==> config.mk <==
export PLATFORM = sky130hd
export DESIGN_NAME = nau_ram
export DESIGN_NICKNAME = d
export VERILOG_FILES = /design/src/design/nau_ram.sv
export SDC_FILE = /design/constraint.sdc
export NUM_CORES = 2
export LEC_CHECK = 0
export BUFFER_PORTS_ARGS = -buffer_cell sky130_fd_sc_hd__buf_2
export CAP_MARGIN = 30
export CORE_MARGIN = 2
export CORE_UTILIZATION = 35
export CTS_CLUSTER_SIZE = 28
export DETAILED_ROUTE_END_ITERATION = 6
export GPL_TIMING_DRIVEN = 0
export PLACE_DENSITY = 0.47
export RECOVER_POWER = 25
export SYNTH_ARGS = -nofsm -noshare
export SYNTH_HDL_FRONTEND = slang
export SYNTH_SLANG_ARGS = --single-unit
==> constraint.sdc <==
create_clock -name clock -period 7.75 [get_ports clock]
set_clock_uncertainty 0.2 [all_clocks]
set_input_delay 1.55 -clock clock [delete_from_list [all_inputs] [get_ports clock]]
set_output_delay 1.55 -clock clock [all_outputs]
set_load 0.02 [all_outputs]
==> src/design/nau_ram.sv <==
// Generic simple dual-port RAM: one write port, one read port, registered read.
// No dependencies.
`default_nettype none

module nau_ram #(
   parameter int WIDTH = 16,
   parameter int DEPTH = 128,
   localparam int AW = (DEPTH > 1) ? $clog2(DEPTH) : 1
) (
   input  wire logic             clock,
   input  wire logic             wr_en,
   input  wire logic [AW-1:0]    wr_addr,
   input  wire logic [WIDTH-1:0] wr_data,
   input  wire logic [AW-1:0]    rd_addr,
   output logic      [WIDTH-1:0] rd_data
);

   logic [WIDTH-1:0] mem [DEPTH];

   always_ff @(posedge clock) begin
      if (wr_en) begin
         mem[wr_addr] <= wr_data;
      end
      rd_data <= mem[rd_addr];
   end

endmodule

`default_nettype wire

# [After elaboration in Yosys (flattened, before gate mapping)]
# Memory sizes are Yosys's and may differ from the RTL's. A register that Yosys moved wholly into a read port is not among the register bits.
# Cells that the tools add are included.
[classes] mux=2
[op_table] op="$mux 1" count=2
[word_totals] register_bits=0 ram_bits=2048 output_inout_bits=16 word_cells=3 mem_count=1
[mem_list] name="mem" words=128 width=16 read_ports=1 rd_clocked_by_memory_dff=1 wr=1 line="18" source="logic [WIDTH-1:0] mem [DEPTH];"

# [Longest topological paths before layout]
[logic_depth] word_depth=2 depth_mapped=7 mapped_depth_nobuf=4

# [Worst setup path after synthesis]
# No wires, ideal clock.
[synth_timing] kind="input port to flip-flop" start="in rd_addr[0]" end="reg rd_data[0] (read register of mem)" setup_ns=0.121 arrival_ns=3.924 required_ns=7.429 slack_ns=3.505 stages=6 path_buffers=2 cell_sequence="buf_2 buf_1 mux4_2 mux4_2 mux4_2 mux2_2"
[synth_rtl] item="from (decl)" line="14" source="input wire logic [AW-1:0] rd_addr,"
[synth_rtl] item="to (decl)" line="15" source="output logic [WIDTH-1:0] rd_data"

==> results.txt <==
----------------------------------------------------
[GRT]
  Largest net degree at the start of global routing ... approximately 110
  Overall overflow remaining after global route ... 0
  Total Routing Usage GR ... 19.37%
  Global-route wire length before repair ... about 310 mm
  Initial antenna violation count ... 26
  Number of global-route vias before repair ... 36210

[Timing]
  Maximum operating frequency ... between 150 and 200 MHz
  Total of endpoints with negative setup slack in the final report ... 0
  Slew Limit Fails ... about 800
  Slew at the pin closest to its max-slew limit ... around 3.6 ns
  Max-Slew Margin vs Limit ... -140.2%
  Unrepaired setup endpoints after global routing ... false
  Accumulated negative setup slack ... 0 ns
  Final-report hold violation count ... 0
  Final worst path period share ... between 60% and 70%
  Crit path time final ... approximately 5 ns

[Yosys]
  Area leader, netlist ... sky130_fd_sc_hd__edfxtp_1
  Part of the Yosys area used for sequential elements ... about four fifths
  Instance count of the mapped netlist ... approximately 3100
  Number of unique standard cell types used by synthesis ... 17
  Yosys top cell area share ... 78.32%
  Post-synthesis cell area ... ~0.079 sq mm
  Net count after synthesis ... ~3100
  FF+latch count, synth ... 2064
  Count of warnings emitted by yosys ... 0
  Syn avg cell area ... around 25 sq um
  Cell types occupying the most area after synthesis ... sky130_fd_sc_hd__edfxtp_1 (78%), sky130_fd_sc_hd__mux4_2 (19%), sky130_fd_sc_hd__nor2_1 (0.58%), sky130_fd_sc_hd__dfxtp_1 (0.41%), sky130_fd_sc_hd__clkbuf_1 (0.39%)

[Critical path]
  Type of the worst setup path ... input port to flop
  Data arrival, critical path ... around 5.6 ns
  Data required, critical path ... between 8 and 9 ns
  Startpoint kind of the worst setup timing path ... input port
  Largest driver fanout on the critical path ... 10
  Critical register-to-register path startpoint ... mem[85][6]
  Critical path startpoint ... rd_addr[0]
  Number of cells on the worst reg-to-reg path ... 4
  Crit end category ... flop

[Placed design]
  Detailed Place HPWL ... around 150 mm
  Port Buffers ... 37
  GP Congestion ... between 0.8 and 0.9

[Clock network]
  Total clock buffers created by CTS ... between 200 and 250
  Worst skew pair latency ... around 0.88 ns
  Master cell of the clock root buffer ... sky130_fd_sc_hd__clkbuf_16
  # Post-CTS Setup Buffers ... 0
  CTS tree ... built
  Cts repair resizes ... 0
  CTS clock-pin slew for the worst setup and hold paths ... around 0.060 ns
  # H-tree levels ... 4
  Bufs on Longest Clock Path ... 3
  CTS Hold Bufs ... 0
  Sinks on the clock net ... between 2000 and 2500

[Floorplan]
  Effective utilization at floorplan ... a little over a third
  Width of the die ... around 480 um
  Die Outline Area ... 0.2282 sq mm
  FP Rows ... around 170
  Num ports ... 48
  Overall die height ... about 480 um
  Floorplan core area ... around 0.22 sq mm

[Drt]
  Number of vias per cell after detailed routing ... between 5 and 6
  Number of design rule violations left after detail routing ... 0
  Final WL ... 221.6 mm
  Via Count ... roughly 36000
  Detailed router's first-iteration violation count ... 3860
  Detailed-router iteration count before antenna repair ... 7
  Antenna Violating Nets Remaining ... 0
  Wire per inst ... ~33 um

[Run status]
  Violations in the final reports ... max-capacitance violations, max-slew violations
  Status ... complete, but fails checks

[Finish]
  Fraction of layout instances using a drive strength above 1 ... between 30% and 40%
  Most used cells in the layout excluding fill and tap cells ... sky130_fd_sc_hd__edfxtp_1 (2048), sky130_fd_sc_hd__mux4_2 (672), sky130_fd_sc_hd__clkbuf_16 (214)
  Area overhead of the layout relative to synthesis ... 18.22%
  Fill cell total of the finished layout ... 19180
  Combined area of the multi-input logic cells ... approximately 0.016 sq mm
  Share of the core filled with cells in the final layout ... between 40% and 50%
  Fin nets ... approximately 3600
  FF/Latch Area ... 0.06182 sq mm
  Leading cell type in the layout, fill and taps excluded ... sky130_fd_sc_hd__edfxtp_1

[Min path]
  Min-Delay Startpoint ... mem[111][12]
  Worst hold path type ... flop to flop
  Cells on Worst Hold Path ... 4

[Flow run]
  Number of max-cap violations ... 15

[Power and ir drop]
  Worst ir drop on vdd ... between 0.15 and 0.2 mV
  Pwr dens ... ~260 mW/mm^2
  Power, Total ... ~24 mW
  Leak pwr ... approximately 28 nW

----------------------------------------------------
## critical path: stages
cell and delay, ns:
sky130_fd_sc_hd__buf_2 0.36, sky130_fd_sc_hd__buf_2 0.70, sky130_fd_sc_hd__buf_2 0.66, sky130_fd_sc_hd__mux4_2 0.65, sky130_fd_sc_hd__mux4_2 0.59, sky130_fd_sc_hd__mux4_2 0.59, sky130_fd_sc_hd__mux2_2 0.36
## logic make-up after synthesis
| family | Yosys count | synth area share, % |
|---|---|---|
| AND/OR/NAND/NOR | 170 | 0.8875 |
| multiplexers | 688 | 19.50 |
| flip-flops | 2064 | 78.73 |
| buffers and inverters | 164 | 0.8812 |
## metal layers
metal  vias up  routed length (um)  GRT usage (%)
met5         -                  33              0
met4         4                6185          5.729
met3       268               10960          2.916
met2      1047              105500          30.32
met1     19980               98950          28.14
li1      14400                   -              -
## synth_stat cells (all sizes together)
cell / number
nor2b: 7
nand4: 3
mux4: 672
nor2: 122
dfxtp: 16
nand3: 12
nand2: 14
clkbuf: 82
mux2: 16
edfxtp: 2048
or3: 1
nor3: 9
buf: 82
nand2b: 2
## final timing paths
path	to	slack, ns
setup / recovery	rd_data[15]	2.72
setup reg to reg	rd_data[6]	4.87
hold / removal	rd_data[12]	1.02
hold reg to reg	rd_data[12]	1.02
## final cells by class
class                   count  area share (%)
well taps                2975           4.010
clock buffers             266           6.033
multi-input cells         858           17.62
clock inverters           129           1.345
plain buffers             164          0.7616
diodes                     10         0.02696
repair buffers            220           3.608
flip-flops and latches   2064           66.60
## sequential cells by signal, indices dropped and copies added (netlist names)
| register | flops |
|---|---|
| mem | 2048 |
| rd_data | 16 |
## metrics by stage
step	cell area, sq um	instances	hold WS [ns]	setup slack [ns]
after global routing	92810	6680	1.031	2.733
after floorplan	78520	3086	0.8737	3.505
after global placement	82430	6098	0.9743	0.3986
after CTS	92890	6675	0.7784	2.701
final	92830	6686	1.016	2.722
after detailed placement	86040	6280	0.9832	1.764
## power breakdown
part / switching, mW / total, mW / leakage [nW] / internal, mW
Combinational: 0.858 / 1.35 / 6.45 / 0.496
Clock: 4.39 / 10.1 / 3.35 / 5.70
Sequential: 0.0136 / 12.4 / 18.5 / 12.3
Total: 5.26 / 23.8 / 28.3 / 18.5
No activity file was read; power rests on OpenSTA's default activity.
